[src/hdl/dfrsp_pkg.sv]
// Package for the DLE frame receiver and sub-packet parser.
// Holds the frame constants, the queue command type and the result type.
// No dependencies; every other file imports it.
`timescale 1ns / 1ps
`default_nettype none

package dfrsp_pkg;

    // Frame limits and byte codes.
    localparam int unsigned MAX_FRAME   = 1024;
    localparam int unsigned CNT_W       = $clog2(MAX_FRAME + 1);
    localparam int unsigned FLEN_W      = 11;
    localparam int unsigned QUEUE_DEPTH = 2;
    localparam int unsigned QPTR_W      = $clog2(QUEUE_DEPTH);
    localparam int unsigned QCNT_W      = $clog2(QUEUE_DEPTH + 1);

    localparam logic [7:0] DLE_BYTE  = 8'h10;
    localparam logic [7:0] ETX_BYTE  = 8'h03;
    localparam logic [7:0] ACK_CLASS = 8'h02;

    // Smallest frame that carries a checksum, and the first parsed position
    // expressed as a stored count at release time (offset 2 plus the delay).
    localparam logic [CNT_W-1:0] MIN_FRAME_CNT = CNT_W'(4);
    localparam logic [CNT_W-1:0] PARSE_CNT     = CNT_W'(4);
    localparam logic [CNT_W-1:0] RELEASE_CNT   = CNT_W'(2);
    localparam logic [CNT_W-1:0] CLASS_CNT     = CNT_W'(1);
    localparam logic [CNT_W-1:0] MAX_CNT       = CNT_W'(MAX_FRAME);

    // Result kinds.
    typedef enum logic [1:0] {
        KIND_HEADER  = 2'd0,
        KIND_PAYLOAD = 2'd1,
        KIND_STATUS  = 2'd2
    } kind_t;

    // Frame status codes.
    typedef enum logic [2:0] {
        ST_OK        = 3'd0,
        ST_CSUM_BAD  = 3'd1,
        ST_SHORT     = 3'd2,
        ST_ACK       = 3'd3,
        ST_CUT_OFF   = 3'd4,
        ST_EARLY_END = 3'd5,
        ST_OVERFLOW  = 3'd6
    } status_t;

    // Commands from the framing front end to the parser back end.
    typedef enum logic [1:0] {
        CMD_RELEASE = 2'd0,
        CMD_END     = 2'd1,
        CMD_ABORT   = 2'd2
    } cmd_op_t;

    // Sub-packet parse phase.
    typedef enum logic [1:0] {
        PH_TYPE    = 2'd0,
        PH_LEN_LO  = 2'd1,
        PH_LEN_HI  = 2'd2,
        PH_PAYLOAD = 2'd3
    } phase_t;

    typedef struct packed {
        cmd_op_t           op;
        logic [7:0]        frame_class;
        logic              parse;        // released byte lies at offset 2 or later
        logic [7:0]        data;         // released byte
        logic              short_frame;  // frame end below minimum length
        status_t           abort_code;   // early end or overflow
        logic [FLEN_W-1:0] frame_length;
        logic [15:0]       csum_rx;
    } cmd_t;

    typedef struct packed {
        kind_t             kind;
        logic [7:0]        frame_class;
        logic [7:0]        sub_type;
        logic [15:0]       sub_length;
        logic [15:0]       byte_index;
        logic [7:0]        data_byte;
        logic [2:0]        frame_status;
        logic [FLEN_W-1:0] frame_length;
        logic [15:0]       checksum_received;
        logic [15:0]       checksum_computed;
    } result_t;

endpackage

`default_nettype wire

[src/hdl/dfrsp_front.sv]
// Framing front end: hunts for the start byte, removes DLE escapes and
// keeps the two-byte checksum delay line; emits one command per byte at most.
// Depends on dfrsp_pkg.
`timescale 1ns / 1ps
`default_nettype none

module dfrsp_front
    import dfrsp_pkg::*;
(
    input  wire logic       clk,
    input  wire logic       rst_n,
    input  wire logic       in_valid,
    output logic            in_ready,
    input  wire logic [7:0] rx_byte,
    input  wire logic       queue_full,
    output logic            cmd_push,
    output cmd_t            cmd
);

    logic [CNT_W-1:0] cnt_reg, cnt_next;
    logic             esc_reg, esc_next;
    logic [7:0]       d0_reg, d0_next;
    logic [7:0]       d1_reg, d1_next;
    logic [7:0]       class_reg, class_next;
    logic             accept;
    logic             has_cmd;

    assign in_ready = !queue_full;
    assign accept   = in_valid && in_ready;
    assign cmd_push = accept && has_cmd;

    // Per-byte framing decision.
    always_comb
    begin
        cnt_next   = cnt_reg;
        esc_next   = esc_reg;
        d0_next    = d0_reg;
        d1_next    = d1_reg;
        class_next = class_reg;
        has_cmd    = 1'b0;

        cmd              = '0;
        cmd.op           = CMD_RELEASE;
        cmd.frame_class  = class_reg;
        cmd.abort_code   = ST_OK;
        cmd.frame_length = FLEN_W'(cnt_reg);
        cmd.csum_rx      = {d1_reg, d0_reg};
        cmd.data         = d0_reg;
        cmd.parse        = (cnt_reg >= PARSE_CNT);
        cmd.short_frame  = (cnt_reg < MIN_FRAME_CNT);

        if (accept)
        begin
            priority if (cnt_reg == '0)
            begin
                // Hunting for the start byte.
                esc_next = 1'b0;
                if (rx_byte == DLE_BYTE)
                begin
                    d0_next  = d1_reg;
                    d1_next  = rx_byte;
                    cnt_next = CLASS_CNT;
                end
            end
            else if (cnt_reg == CLASS_CNT && rx_byte == ETX_BYTE)
            begin
                // End marker right after the start byte.
                has_cmd        = 1'b1;
                cmd.op         = CMD_ABORT;
                cmd.abort_code = ST_EARLY_END;
                cnt_next       = '0;
                esc_next       = 1'b0;
                d0_next        = '0;
                d1_next        = '0;
                class_next     = '0;
            end
            else if (!esc_reg && rx_byte == DLE_BYTE)
            begin
                esc_next = 1'b1;
            end
            else if (esc_reg && rx_byte == ETX_BYTE)
            begin
                // Frame end: the delay line holds the checksum.
                has_cmd    = 1'b1;
                cmd.op     = CMD_END;
                cnt_next   = '0;
                esc_next   = 1'b0;
                d0_next    = '0;
                d1_next    = '0;
                class_next = '0;
            end
            else if (cnt_reg >= MAX_CNT)
            begin
                // Overflow: drop the frame, this byte opens a new one.
                has_cmd        = 1'b1;
                cmd.op         = CMD_ABORT;
                cmd.abort_code = ST_OVERFLOW;
                esc_next       = 1'b0;
                d0_next        = '0;
                d1_next        = rx_byte;
                class_next     = '0;
                cnt_next       = CLASS_CNT;
            end
            else
            begin
                // Store the byte; the oldest delayed byte is released.
                esc_next = 1'b0;
                if (cnt_reg == CLASS_CNT)
                begin
                    class_next = rx_byte;
                end
                has_cmd  = (cnt_reg >= RELEASE_CNT);
                d0_next  = d1_reg;
                d1_next  = rx_byte;
                cnt_next = cnt_reg + CNT_W'(1);
            end
        end
    end

    // Control state.
    always_ff @(posedge clk or negedge rst_n)
    begin
        if (!rst_n)
        begin
            cnt_reg   <= '0;
            esc_reg   <= 1'b0;
            d0_reg    <= '0;
            d1_reg    <= '0;
            class_reg <= '0;
        end
        else
        begin
            cnt_reg   <= cnt_next;
            esc_reg   <= esc_next;
            d0_reg    <= d0_next;
            d1_reg    <= d1_next;
            class_reg <= class_next;
        end
    end

    // The stored count never passes the frame limit.
    assert property (@(posedge clk) disable iff (!rst_n) cnt_reg <= MAX_CNT)
        else $error("stored count above frame limit");

    // An escape can only be pending inside a frame.
    assert property (@(posedge clk) disable iff (!rst_n) esc_reg |-> (cnt_reg != '0))
        else $error("escape pending while hunting");

endmodule

`default_nettype wire

[src/hdl/dfrsp_queue.sv]
// Two-entry command queue between the framing front end and the parser.
// Lets either side stall without blocking the other until the queue runs full or empty. Depends on dfrsp_pkg.
`timescale 1ns / 1ps
`default_nettype none

module dfrsp_queue
    import dfrsp_pkg::*;
(
    input  wire logic clk,
    input  wire logic rst_n,
    input  wire logic push,
    input  wire cmd_t push_cmd,
    output logic      full,
    output logic      head_valid,
    output cmd_t      head_cmd,
    input  wire logic pop
);

    cmd_t              slot_reg [QUEUE_DEPTH];
    logic [QPTR_W-1:0] wr_ptr_reg, wr_ptr_next;
    logic [QPTR_W-1:0] rd_ptr_reg, rd_ptr_next;
    logic [QCNT_W-1:0] count_reg, count_next;

    assign full       = (count_reg == QCNT_W'(QUEUE_DEPTH));
    assign head_valid = (count_reg != '0);
    assign head_cmd   = slot_reg[rd_ptr_reg];

    // Pointer and fill update.
    always_comb
    begin
        wr_ptr_next = push ? wr_ptr_reg + QPTR_W'(1) : wr_ptr_reg;
        rd_ptr_next = pop ? rd_ptr_reg + QPTR_W'(1) : rd_ptr_reg;
        count_next  = count_reg + QCNT_W'(push) - QCNT_W'(pop);
    end

    always_ff @(posedge clk or negedge rst_n)
    begin
        if (!rst_n)
        begin
            wr_ptr_reg <= '0;
            rd_ptr_reg <= '0;
            count_reg  <= '0;
        end
        else
        begin
            wr_ptr_reg <= wr_ptr_next;
            rd_ptr_reg <= rd_ptr_next;
            count_reg  <= count_next;
        end
    end

    // Entry storage.
    always_ff @(posedge clk)
    begin
        if (push)
        begin
            slot_reg[wr_ptr_reg] <= push_cmd;
        end
    end

    // No write into a full queue, no read from an empty one.
    assert property (@(posedge clk) disable iff (!rst_n) !(push && full))
        else $error("command pushed into full queue");

    assert property (@(posedge clk) disable iff (!rst_n) pop |-> head_valid)
        else $error("command popped from empty queue");

endmodule

`default_nettype wire

[src/hdl/dfrsp_back.sv]
// Parser back end: running checksum, sub-packet parse and frame status,
// with a registered result stage. Depends on dfrsp_pkg.
`timescale 1ns / 1ps
`default_nettype none

module dfrsp_back
    import dfrsp_pkg::*;
(
    input  wire logic clk,
    input  wire logic rst_n,
    input  wire logic cmd_valid,
    input  wire cmd_t cmd,
    output logic      cmd_pop,
    output logic      out_valid,
    input  wire logic out_ready,
    output result_t   result
);

    phase_t      phase_reg, phase_next;
    logic [15:0] sum_reg, sum_next;
    logic [7:0]  type_reg, type_next;
    logic [15:0] len_reg, len_next;
    logic [15:0] pcnt_reg, pcnt_next;
    logic        out_valid_reg, out_valid_next;
    result_t     res_reg, res_new;
    logic        produce;
    logic        parse_en;
    logic [15:0] len_full;
    logic [15:0] pcnt_inc;

    assign cmd_pop   = cmd_valid && (!out_valid_reg || out_ready);
    assign parse_en  = cmd.parse && (cmd.frame_class != ACK_CLASS);
    assign len_full  = {cmd.data, len_reg[7:0]};
    assign pcnt_inc  = pcnt_reg + 16'd1;
    assign out_valid = out_valid_reg;
    assign result    = res_reg;

    // Parse phase next state.
    always_comb
    begin
        phase_next = phase_reg;
        if (cmd_pop)
        begin
            unique case (cmd.op)
                CMD_RELEASE:
                begin
                    if (parse_en)
                    begin
                        unique case (phase_reg)
                            PH_TYPE:    phase_next = PH_LEN_LO;
                            PH_LEN_LO:  phase_next = PH_LEN_HI;
                            PH_LEN_HI:  phase_next = (len_full != '0) ? PH_PAYLOAD : PH_TYPE;
                            PH_PAYLOAD: phase_next = (pcnt_inc == len_reg) ? PH_TYPE : PH_PAYLOAD;
                        endcase
                    end
                end
                CMD_END:   phase_next = PH_TYPE;
                CMD_ABORT: phase_next = PH_TYPE;
                default:   phase_next = PH_TYPE;
            endcase
        end
    end

    // Datapath and result forming.
    always_comb
    begin
        sum_next  = sum_reg;
        type_next = type_reg;
        len_next  = len_reg;
        pcnt_next = pcnt_reg;
        produce   = 1'b0;

        res_new             = '0;
        res_new.kind        = KIND_STATUS;
        res_new.frame_class = cmd.frame_class;

        if (cmd_pop)
        begin
            unique case (cmd.op)
                CMD_RELEASE:
                begin
                    sum_next = sum_reg + {8'd0, cmd.data};
                    if (parse_en)
                    begin
                        unique case (phase_reg)
                            PH_TYPE:
                            begin
                                type_next = cmd.data;
                            end
                            PH_LEN_LO:
                            begin
                                len_next = {8'd0, cmd.data};
                            end
                            PH_LEN_HI:
                            begin
                                len_next           = len_full;
                                pcnt_next          = '0;
                                produce            = 1'b1;
                                res_new.kind       = KIND_HEADER;
                                res_new.sub_type   = type_reg;
                                res_new.sub_length = len_full;
                            end
                            PH_PAYLOAD:
                            begin
                                pcnt_next          = pcnt_inc;
                                produce            = 1'b1;
                                res_new.kind       = KIND_PAYLOAD;
                                res_new.sub_type   = type_reg;
                                res_new.sub_length = len_reg;
                                res_new.byte_index = pcnt_reg;
                                res_new.data_byte  = cmd.data;
                            end
                        endcase
                    end
                end
                CMD_END:
                begin
                    produce              = 1'b1;
                    res_new.frame_length = cmd.frame_length;
                    if (cmd.short_frame)
                    begin
                        res_new.frame_status = ST_SHORT;
                    end
                    else
                    begin
                        res_new.checksum_received = cmd.csum_rx;
                        res_new.checksum_computed = sum_reg;
                        priority if (cmd.csum_rx != sum_reg)
                            res_new.frame_status = ST_CSUM_BAD;
                        else if (cmd.frame_class == ACK_CLASS)
                            res_new.frame_status = ST_ACK;
                        else if (phase_reg == PH_PAYLOAD)
                            res_new.frame_status = ST_CUT_OFF;
                        else
                            res_new.frame_status = ST_OK;
                    end
                    sum_next  = '0;
                    type_next = '0;
                    len_next  = '0;
                    pcnt_next = '0;
                end
                CMD_ABORT:
                begin
                    produce              = 1'b1;
                    res_new.frame_length = cmd.frame_length;
                    res_new.frame_status = cmd.abort_code;
                    sum_next             = '0;
                    type_next            = '0;
                    len_next             = '0;
                    pcnt_next            = '0;
                end
                default:
                begin
                    produce = 1'b0;
                end
            endcase
        end

        // Output stage: drain on take, load on a new result.
        out_valid_next = out_valid_reg && !out_ready;
        if (produce)
        begin
            out_valid_next = 1'b1;
        end
    end

    // Control state.
    always_ff @(posedge clk or negedge rst_n)
    begin
        if (!rst_n)
        begin
            phase_reg     <= PH_TYPE;
            sum_reg       <= '0;
            type_reg      <= '0;
            len_reg       <= '0;
            pcnt_reg      <= '0;
            out_valid_reg <= 1'b0;
        end
        else
        begin
            phase_reg     <= phase_next;
            sum_reg       <= sum_next;
            type_reg      <= type_next;
            len_reg       <= len_next;
            pcnt_reg      <= pcnt_next;
            out_valid_reg <= out_valid_next;
        end
    end

    // Result payload register.
    always_ff @(posedge clk)
    begin
        if (produce)
        begin
            res_reg <= res_new;
        end
    end

    // A payload phase always has a nonzero length and a count below it.
    assert property (@(posedge clk) disable iff (!rst_n)
        (phase_reg == PH_PAYLOAD) |-> (len_reg != '0 && pcnt_reg < len_reg))
        else $error("payload phase with bad length or count");

    // A waiting result holds while the consumer stalls.
    assert property (@(posedge clk) disable iff (!rst_n)
        (out_valid_reg && !out_ready) |-> !cmd_pop)
        else $error("command taken while result stalled");

endmodule

`default_nettype wire

[src/hdl/dle_frame_receiver_subpacket_parser.sv]
// Top level of the DLE frame receiver and sub-packet parser.
// Depends on dfrsp_pkg, dfrsp_front, dfrsp_queue and dfrsp_back.
//
//   Channel  | Handshake            | Payload
//   ---------+----------------------+-------------------------------------------
//   input    | in_valid / in_ready  | rx_byte
//   output   | out_valid / out_ready| kind, frame_class, sub_type, sub_length,
//            |                      | byte_index, data_byte, frame_status,
//            |                      | frame_length, checksum_received/computed
//
// One byte is accepted per cycle while in_ready is high; the command it yields, if any,
// is held in the command queue and its result in the parser's output register.
// in_ready drops only when the two-entry command queue is full.
// The parser takes one queued command per cycle while its output register is
// empty or being taken.
// Reset (rst_n, asynchronous, active low) returns to hunting for a start byte.
`timescale 1ns / 1ps
`default_nettype none

module dle_frame_receiver_subpacket_parser
    import dfrsp_pkg::*;
(
    input  wire logic              clk,
    input  wire logic              rst_n,
    input  wire logic              in_valid,
    output logic                   in_ready,
    input  wire logic [7:0]        rx_byte,
    output logic                   out_valid,
    input  wire logic              out_ready,
    output logic [1:0]             kind,
    output logic [7:0]             frame_class,
    output logic [7:0]             sub_type,
    output logic [15:0]            sub_length,
    output logic [15:0]            byte_index,
    output logic [7:0]             data_byte,
    output logic [2:0]             frame_status,
    output logic [FLEN_W-1:0]      frame_length,
    output logic [15:0]            checksum_received,
    output logic [15:0]            checksum_computed
);

    cmd_t    push_cmd;
    cmd_t    head_cmd;
    logic    cmd_push;
    logic    queue_full;
    logic    head_valid;
    logic    cmd_pop;
    result_t result;

    // Framing front end.
    dfrsp_front u_front (
        .clk        (clk),
        .rst_n      (rst_n),
        .in_valid   (in_valid),
        .in_ready   (in_ready),
        .rx_byte    (rx_byte),
        .queue_full (queue_full),
        .cmd_push   (cmd_push),
        .cmd        (push_cmd)
    );

    // Command queue.
    dfrsp_queue u_queue (
        .clk        (clk),
        .rst_n      (rst_n),
        .push       (cmd_push),
        .push_cmd   (push_cmd),
        .full       (queue_full),
        .head_valid (head_valid),
        .head_cmd   (head_cmd),
        .pop        (cmd_pop)
    );

    // Parser back end.
    dfrsp_back u_back (
        .clk       (clk),
        .rst_n     (rst_n),
        .cmd_valid (head_valid),
        .cmd       (head_cmd),
        .cmd_pop   (cmd_pop),
        .out_valid (out_valid),
        .out_ready (out_ready),
        .result    (result)
    );

    // Result fields onto the ports.
    assign kind              = result.kind;
    assign frame_class       = result.frame_class;
    assign sub_type          = result.sub_type;
    assign sub_length        = result.sub_length;
    assign byte_index        = result.byte_index;
    assign data_byte         = result.data_byte;
    assign frame_status      = result.frame_status;
    assign frame_length      = result.frame_length;
    assign checksum_received = result.checksum_received;
    assign checksum_computed = result.checksum_computed;

endmodule

`default_nettype wire
[config.mk]
export PLATFORM = sky130hd
export DESIGN_NAME = dle_frame_receiver_subpacket_parser
export DESIGN_NICKNAME = d
export VERILOG_FILES = /design/src/hdl/dfrsp_pkg.sv /design/src/hdl/dfrsp_front.sv /design/src/hdl/dfrsp_queue.sv /design/src/hdl/dfrsp_back.sv /design/src/hdl/dle_frame_receiver_subpacket_parser.sv
export SDC_FILE = /design/constraint.sdc
export NUM_CORES = 1
export LEC_CHECK = 0
export BUFFER_PORTS_ARGS = -buffer_cell sky130_fd_sc_hd__buf_2
export CAP_MARGIN = 20
export CORE_MARGIN = 1
export CORE_UTILIZATION = 25
export DETAILED_ROUTE_END_ITERATION = 10
export GPL_TIMING_DRIVEN = 0
export SETUP_SLACK_MARGIN = 0.5
export SYNTH_ARGS = -nofsm -noshare
export SYNTH_HDL_FRONTEND = slang
export SYNTH_SLANG_ARGS = --single-unit
[constraint.sdc]
create_clock -name clk -period 24.4 [get_ports clk]
set_input_delay 1.22 -clock clk [delete_from_list [all_inputs] [get_ports clk]]
set_output_delay 1.22 -clock clk [all_outputs]
set_load 0.1 [all_outputs]
Word level (Yosys, flattened, before mapping). Memory sizes are Yosys's and may differ from the RTL's. Cells that the tools add are included.

Add/subtract/negate cells: 7. Multiply operators: 0. Divide/modulo/power cells: 0. Magnitude comparators: 4. Eq/ne operators: 22. Shift-type cells: 0. Mux-type cells: 72. Bitwise logic cells: 3. Reduce and logical (&&, ||, !) cells: 33.

Operators by type and width (number): $pmux 16 s2 (5); $mux 8 (18); $mux 11 (6); $pmux 24 s2 (1); $mux 16 (2); $mux 3 (10); $pmux 14 s2 (1); $mux 2 (10); $reduce_and 4->1 (5); $add 16x1->16 const B (1); $add 16x8->16 (1); $eq 16x16->1 (1); $eq 8x2->1 const B (2); $ne 16x16->1 (1); $pmux 8 s2 (1); $reduce_bool 16->1 (1); $mux 1 (15); $add 11x1->11 const B (1); $eq 11x1->1 const B (1); $ge 11x11->1 const B (1); $ge 11x2->1 const B (1); $ge 11x3->1 const B (1); $logic_not 11->1 (1); $lt 11x3->1 const B (1); other kinds (27) (53).

Register bits after elaboration: 203. Bits in latches: 0. Bits in writable memories: 100. Bits in read-only memories: 0. Logic and storage cells: 167. Memories kept: 1.

Memory list: u_queue.slot_reg (depth 2, width 50, rd ports 1, clocked after Yosys merged registers in 0, write ports 1, line dfrsp_queue.sv:19) `cmd_t slot_reg [QUEUE_DEPTH];`.

Logic depth before layout (Yosys ltp). Gate-level depths: netlist of run 1.

Depth after elaboration: 10. Mapped depth: 15.

Hierarchy. Synthesis of run 1 repeated with hierarchy kept, for this count alone.

Cells, all modules: 1059. Area total of the unflattened synthesis: 14002.2 um2.

By module, submodules not included: dfrsp_back (times used 1, cells an instance 670, area an instance 7851.3 um2, seq. area each 4599.4 um2); dfrsp_queue (times used 1, cells an instance 171, area an instance 4060.1 um2, seq. area each 3103.0 um2); dfrsp_front (times used 1, cells an instance 218, area an instance 2090.8 um2, seq. area each 900.9 um2).

Worst setup path before layout of run 1. Ideal clock, no wire load.

Path type: flip-flop to flip-flop. Start: reg u_queue.rd_ptr_reg. End: reg u_back.res_reg (netlist bit u_back.result[0]), enable pin. Arrival time: 7115 ps. Data required time: 23832 ps. Slack: 16717 ps. Cell stages (with the launch flop): 12. Period minus slack after synthesis: 7683 ps. Cells stage by stage: dfrtp_1 -> buf_2 -> buf_2 -> buf_2 -> buf_2 -> buf_1 -> mux2i_1 -> ha_1 -> clkbuf_1 -> clkbuf_1 -> a21oi_1 -> nor2_1.

Longest elaborated chain between the ends: 6. Elaborated cells between the ends (all ways): 10. Those cells by class: eq/ne (3); mux (3); reduce/logical (3); memory (1).

RTL lines: from (decl) (line dfrsp_queue.sv:21) `logic [QPTR_W-1:0] rd_ptr_reg, rd_ptr_next;`; from (signal assigned) (line dfrsp_queue.sv:47) `rd_ptr_reg <= rd_ptr_next;`; $mem_v2 2x50 (*); $ne 8x2->1 (line dfrsp_back.sv:32) `assign parse_en = cmd.parse && (cmd.frame_class != ACK_CLASS);`; $logic_and 1x1->1 (line dfrsp_back.sv:32); $mux 1 (line dfrsp_back.sv:83) `if (parse_en)`; $pmux 1 s2 (*) (line dfrsp_back.sv:79) `unique case (cmd.op)`; $mux 1 (*) (line dfrsp_back.sv:77) `if (cmd_pop)`; net u_back.produce (line dfrsp_back.sv:26) `logic produce;`; to (signal assigned) (line dfrsp_back.sv:195) `res_reg <= res_new;`; to (decl) (line dfrsp_back.sv:25) `result_t res_reg, res_new;`.

Mark *: on every way through the listed nets, which the timed path passes. The rest lies on a longest branch. A chain may end at the register's enable or synchronous reset.

Final worst setup path of run 1.
Start: reg u_queue.rd_ptr_reg. End: reg u_back.res_reg (netlist bit u_back.result[34]), enable pin.

The elaborated chain is that of the path after synthesis.

==> run metrics, run 1 <==
status finished clean; Total GRT Usage 11.95%; initial antenna violation count 1; layout cell share with drive strength beyond 1 20.73%; full die area 0.05073 mm^2; Ports 118; Placer Congestion 0.8772; fillers 4,987; Fmax 184.0 MHz; WL final 30,500 um; Clock Sinks 285; aggregate global routing overflow 0; Worst setup EP type register; first-pass GRT wire length 46,920 um; Final Max Tran Viols 0; Final min period 5.434 ns; Root Buffer clkbuf_16; TNS Setup 0 ns; DRT antenna net count 0; initial core utilization 25.40%; Vias 8,219; crit path max fanout 33; Setup Skew 0.02462 ns; Post-layout nets 1,165; Hold Fails Final Rpt 0; Final setup viols 0; syn_nets 1,006; sequential fraction of the synthesis area 64.72%; DR vias/cell 4.523; # rows 81; number of synthesized flops with an enable pin 186; CP Cell Sequence buf_2 > buf_2 > buf_2 > buf_2 > buf_1 > mux2i_1 > ha_1 > clkbuf_1 > clkbuf_1 > a21oi_1 > nor2_4 > buf_12 > buf_12; Die X-Extent 225.2 um; Most common cell on crit path buf_2; Synth warnings 0; #FFs+latches synth 285; Crit path required time 24.66 ns; # port buffers 117; Critical Path Source Type register; Buf/Inv on CP 9; area delta synth->final 20.71%; post-CTS setup buffers 0; Slowest-stage cell, CP nor2_4; HPWL after detailed placement 21,770 um; fin crit share 22.27%; clock-pin slew on the worst setup and hold paths 0.06 ns; Die H 225.2 um; RSZ-0062 raised after global routing false; hold-fix buffers at CTS 0; clk_lat worst skew 0.58 ns; dominant synthesized flop cell edfxtp_1; worst slew pin tran 1.033 ns; wire per inst 16.78 um; TritonRoute pass-1 iters 5; diode count 0; TritonCTS clock tree built; flop2flop setup slack 18.97 ns; gate count after technology mapping 969; FFs w/ async S/R, synth 34.74%; Hold Crit Class reg2reg; Netlist Area Pre-Place 0.01246 mm^2; post-cts resize count 0; largest net degree at the start of global routing 62; slew margin rel. 29.20%; vias in the first global route 7,972; max reg flops 104; synth unique cells 68; # DRC 0; CTS Buf Count 31; WS Path Type reg2reg; max-cap violations 0; Core ar. 0.04905 mm^2; Crit path arrival time 5.69 ns; Bufs on Longest Clock Path 3; Worst path max stage delay 0.66 ns; CP top delay family buffers and inverters; Iter 0 DRT Violations 567; Synth Area per Inst 12.86 um^2; htree depth 1
-- final timing paths --
check	start	endpoint	cells past startpoint
setup reg to reg	u_queue.rd_ptr_reg	u_back.result[34]	13
min in group asynchronous	rst_n	u_front.cnt_reg[8]	1
hold reg to reg	u_front.cnt_reg[5]	u_queue.slot_reg[0][21]	0
setup / recovery	u_queue.rd_ptr_reg	u_back.result[34]	13
hold / removal	u_front.cnt_reg[5]	u_queue.slot_reg[0][21]	0
max in group asynchronous	rst_n	u_queue.rd_ptr_reg	2
-- synthesized netlist by cell type (3+ instances only) --
master     instances  area, um^2
or4_1              6       45.04
nor3_1            12       60.06
nand2b_1          12       75.07
mux2_2            35       394.1
ha_1              24       300.3
xnor2_1           33       289.0
a21oi_1           17       85.08
nor2b_1            3       18.77
mux2i_1           31       310.3
nand3b_1           3       22.52
and2_1            38       237.7
clkbuf_1          25       93.84
nand3_1           10       50.05
nor2_1           108       405.4
o31ai_1           12       90.09
nand4_1           10       62.56
mux2_1             5       56.30
xor2_1            10       87.58
a21o_1             3       22.52
o41ai_1            4       35.03
dfrtp_1           99        2477
nor4_1            11       68.82
buf_2              9       45.04
o21ai_0           62       310.3
inv_1             29       108.9
o211ai_1           5       37.54
buf_1              3       11.26
nor3b_1            4       30.03
and3_1            24       150.1
or3_1              3       18.77
o2111ai_1          4       35.03
edfxtp_1         186        5585
nand2_1           53       198.9
a22o_1            19       166.4
a31oi_1            9       56.30
a211oi_1           3       22.52
o21ai_1            3       15.01
or2_2              4       25.02
-- layer usage --
metal / vias to the layer above / GRT usage (%) / wire [um]
li1: 3882 / - / -
met1: 4044 / 16.80 / 13940
met2: 253 / 19.19 / 14080
met3: 38 / 2.112 / 1915
met4: 2 / 2.458 / 541
met5: - / 0 / 13
-- final cells by class --
type	count	area, um^2	area share [%]
Sequential cell	285	8063	53.61
Multi-Input combinational cell	614	4121	27.41
Clock buffer	38	832.0	5.533
Tap cell	664	830.8	5.525
Timing Repair Buffer	126	735.7	4.892
Buffer	41	181.4	1.206
Clock inverter	20	165.2	1.098
Inverter	29	108.9	0.7238
-- placed cells by master, fill, tap and decap left out, drive strengths merged, types with 17 or more instances in the layout --
cell | Yosys | final
mux2i | 31 | 31
xnor2 | 33 | 33
inv | 29 | 31
and2 | 38 | 38
nand2 | 54 | 54
edfxtp | 186 | 186
buf | 15 | 141
o21ai | 65 | 65
a22o | 19 | 19
mux2 | 40 | 40
dfrtp | 99 | 99
nor2 | 109 | 109
ha | 24 | 24
and3 | 24 | 24
clkbuf | 26 | 64
a21oi | 17 | 17
-- stage by stage --
stage               setup WS (ns)  cell area [um^2]  hold WS [ns]  std cells  utilization [%]
floorplan                   16.72             12460        0.4402        969                -
global placement            13.52             13870        0.4568       1750            28.29
detailed placement          18.99             14040        0.4552       1758            28.61
CTS                         18.98             15030        0.4655       1816            30.65
global route                18.65             15040        0.4791       1817            30.66
finish                      18.97             15040        0.4665       1817            30.66
-- cells by family after synthesis --
kind of cell	synth area share [%]
AND/OR/NAND/NOR	12.63
flip-flops	64.72
AO/OA/AOI/OAI	8.617
multiplexers	6.106
buffers and inverters	2.330
XOR/XNOR	3.023
adder cells (fa/ha/maj)	2.571
Power of run 1 is left out: the tool's default activity adds up to more than one toggle a clock period on the data nets, which glitch-free logic cannot reach.
==> run 2: changes to the inputs <==
==> constraint.sdc (replaced) <==
create_clock -name clk -period 5.54 [get_ports clk]
set_input_delay 0.277 -clock clk [delete_from_list [all_inputs] [get_ports clk]]
set_output_delay 0.277 -clock clk [all_outputs]
set_load 0.1 [all_outputs]
==> run metrics, run 2 (same netlist as run 1, synthesis figures left out) <==
Crit path arrival time 4.95 ns; FF-to-FF End u_back.result[62]; crit path max fanout 27; beginning of the worst hold path rx_byte[3]; Fmax 213.6 MHz; htree depth 1; RSZ-0062 raised after global routing false; setup ws final 0.8575 ns; Clock Sinks 285; Root Buffer clkbuf_16; TritonCTS clock tree built; wire per inst 16.91 um; Place WS 0.2740 ns; Sequential Area 0.008063 mm^2; Die H 225.2 um; first-pass GRT wire length 46,970 um; Final setup viols 0; Ports 118; Final min period 4.683 ns; layout cell share with drive strength beyond 1 20.52%; Worst setup EP type register; vias in the first global route 7,971; Placer Congestion 0.8778; area delta synth->final 22.64%; # DRC 0; fin crit share 84.52%; initial antenna violation count 0; clock-pin slew on the worst setup and hold paths 0.06 ns; worst reg-to-reg path cell count 13; status finished clean; largest net degree at the start of global routing 58; HPWL after detailed placement 22,010 um; Die X-Extent 225.2 um; WL final 30,840 um; post-route cell area 0.01528 mm^2; full die area 0.05073 mm^2; DR vias/cell 4.509; worst r2r src u_queue.rd_ptr_reg; TNS Setup 0 ns; slew margin rel. 29.66%; Crit path required time 5.80 ns; area of the multi-input gates 0.004121 mm^2; worst slew pin tran 1.026 ns; Bufs on Longest Clock Path 3; diode count 0; aggregate global routing overflow 0; CTS Buf Count 31; most frequent cells in the layout edfxtp_1, buf_2, nor2_1, dfrtp_1, o21ai_0; placed instance area 0.01403 mm^2; max-cap violations 0; Total GRT Usage 12.08%; fillers 4,944; most common cell after layout, fill and taps aside edfxtp_1; hold depth 2; initial core utilization 25.40%; Worst Hold End u_front.class_reg[3]; Post-layout nets 1,173; WS Path Type reg2reg; Core ar. 0.04905 mm^2; Hold Crit Class in2reg; clk_lat worst skew 0.57 ns; TritonRoute pass-1 iters 5; DP Cell Count 1,757; flop2flop setup slack 0.86 ns; Iter 0 DRT Violations 455; Setup Skew 0.01342 ns; DRT antenna net count 0; non-filler instance count after layout 1,824; Final Max Tran Viols 0; Critical Path Source Type register; # rows 81; Hold Fails Final Rpt 0; max reg flops 104; # port buffers 117; Vias 8,224
==> run 2: stage by stage <==
step,utilization [%],hold WS (ns)
2_1_floorplan,-,-0.01859
3_3_place_gp,28.30,0.4559
3_5_place_dp,28.60,0.3436
4_1_cts,31.12,0.01120
5_1_grt,31.15,0.03132
6_report,31.15,0.03225
==> run 2: critical path: stages (launching register included) <==
cell      delay (ns)
dfrtp_1         0.31
buf_2           0.20
buf_2           0.31
buf_2           0.33
buf_2           0.36
buf_2           0.36
mux2i_1         0.39
ha_1            0.27
clkbuf_1        0.48
clkbuf_1        0.44
a21oi_1         0.21
nor2_4          0.18
buf_4           0.28
buf_12          0.23
==> run 2: worst max path at each step <==
stage | end | slack (ns) | startpoint | cells after the start
floorplan | u_back.result[0] | 0.75 | u_queue.rd_ptr_reg | 11
global placement | u_back.result[63] | -1.06 | u_queue.rd_ptr_reg | 11
detailed placement | u_back.result[26] | 0.27 | u_queue.rd_ptr_reg | 13
CTS | u_back.result[27] | 0.53 | u_queue.rd_ptr_reg | 13
global route | u_back.result[43] | 0.52 | u_queue.rd_ptr_reg | 14
finish | u_back.result[62] | 0.86 | u_queue.rd_ptr_reg | 13
==> run 2: layer usage <==
metal  wire length (um)  track usage, %
met1              14330           16.94
met2              14480           19.62
met3               1498           1.943
met4                528           2.436
met5                  0               0
==> run 2: what timing repair did <==
action / in CTS / in global routing
setup endpoints to repair: 36 / 89
hold endpoints to repair: 54 / 0
resized for setup: 1 / 0
pin swaps: 0 / 1
buffers inserted: 0 / 1
hold buffers: 8 / 0
==> run 2: final cells by class <==
cell class | count | share of cell area (%)
Multi-Input combinational cell | 614 | 26.98
Tap cell | 664 | 5.438
Inverter | 29 | 0.7125
Timing Repair Buffer | 134 | 5.339
Buffer | 41 | 1.196
Clock buffer | 42 | 5.610
Sequential cell | 285 | 52.77
Clock inverter | 15 | 1.957
Power of run 2 is left out for the same reason.
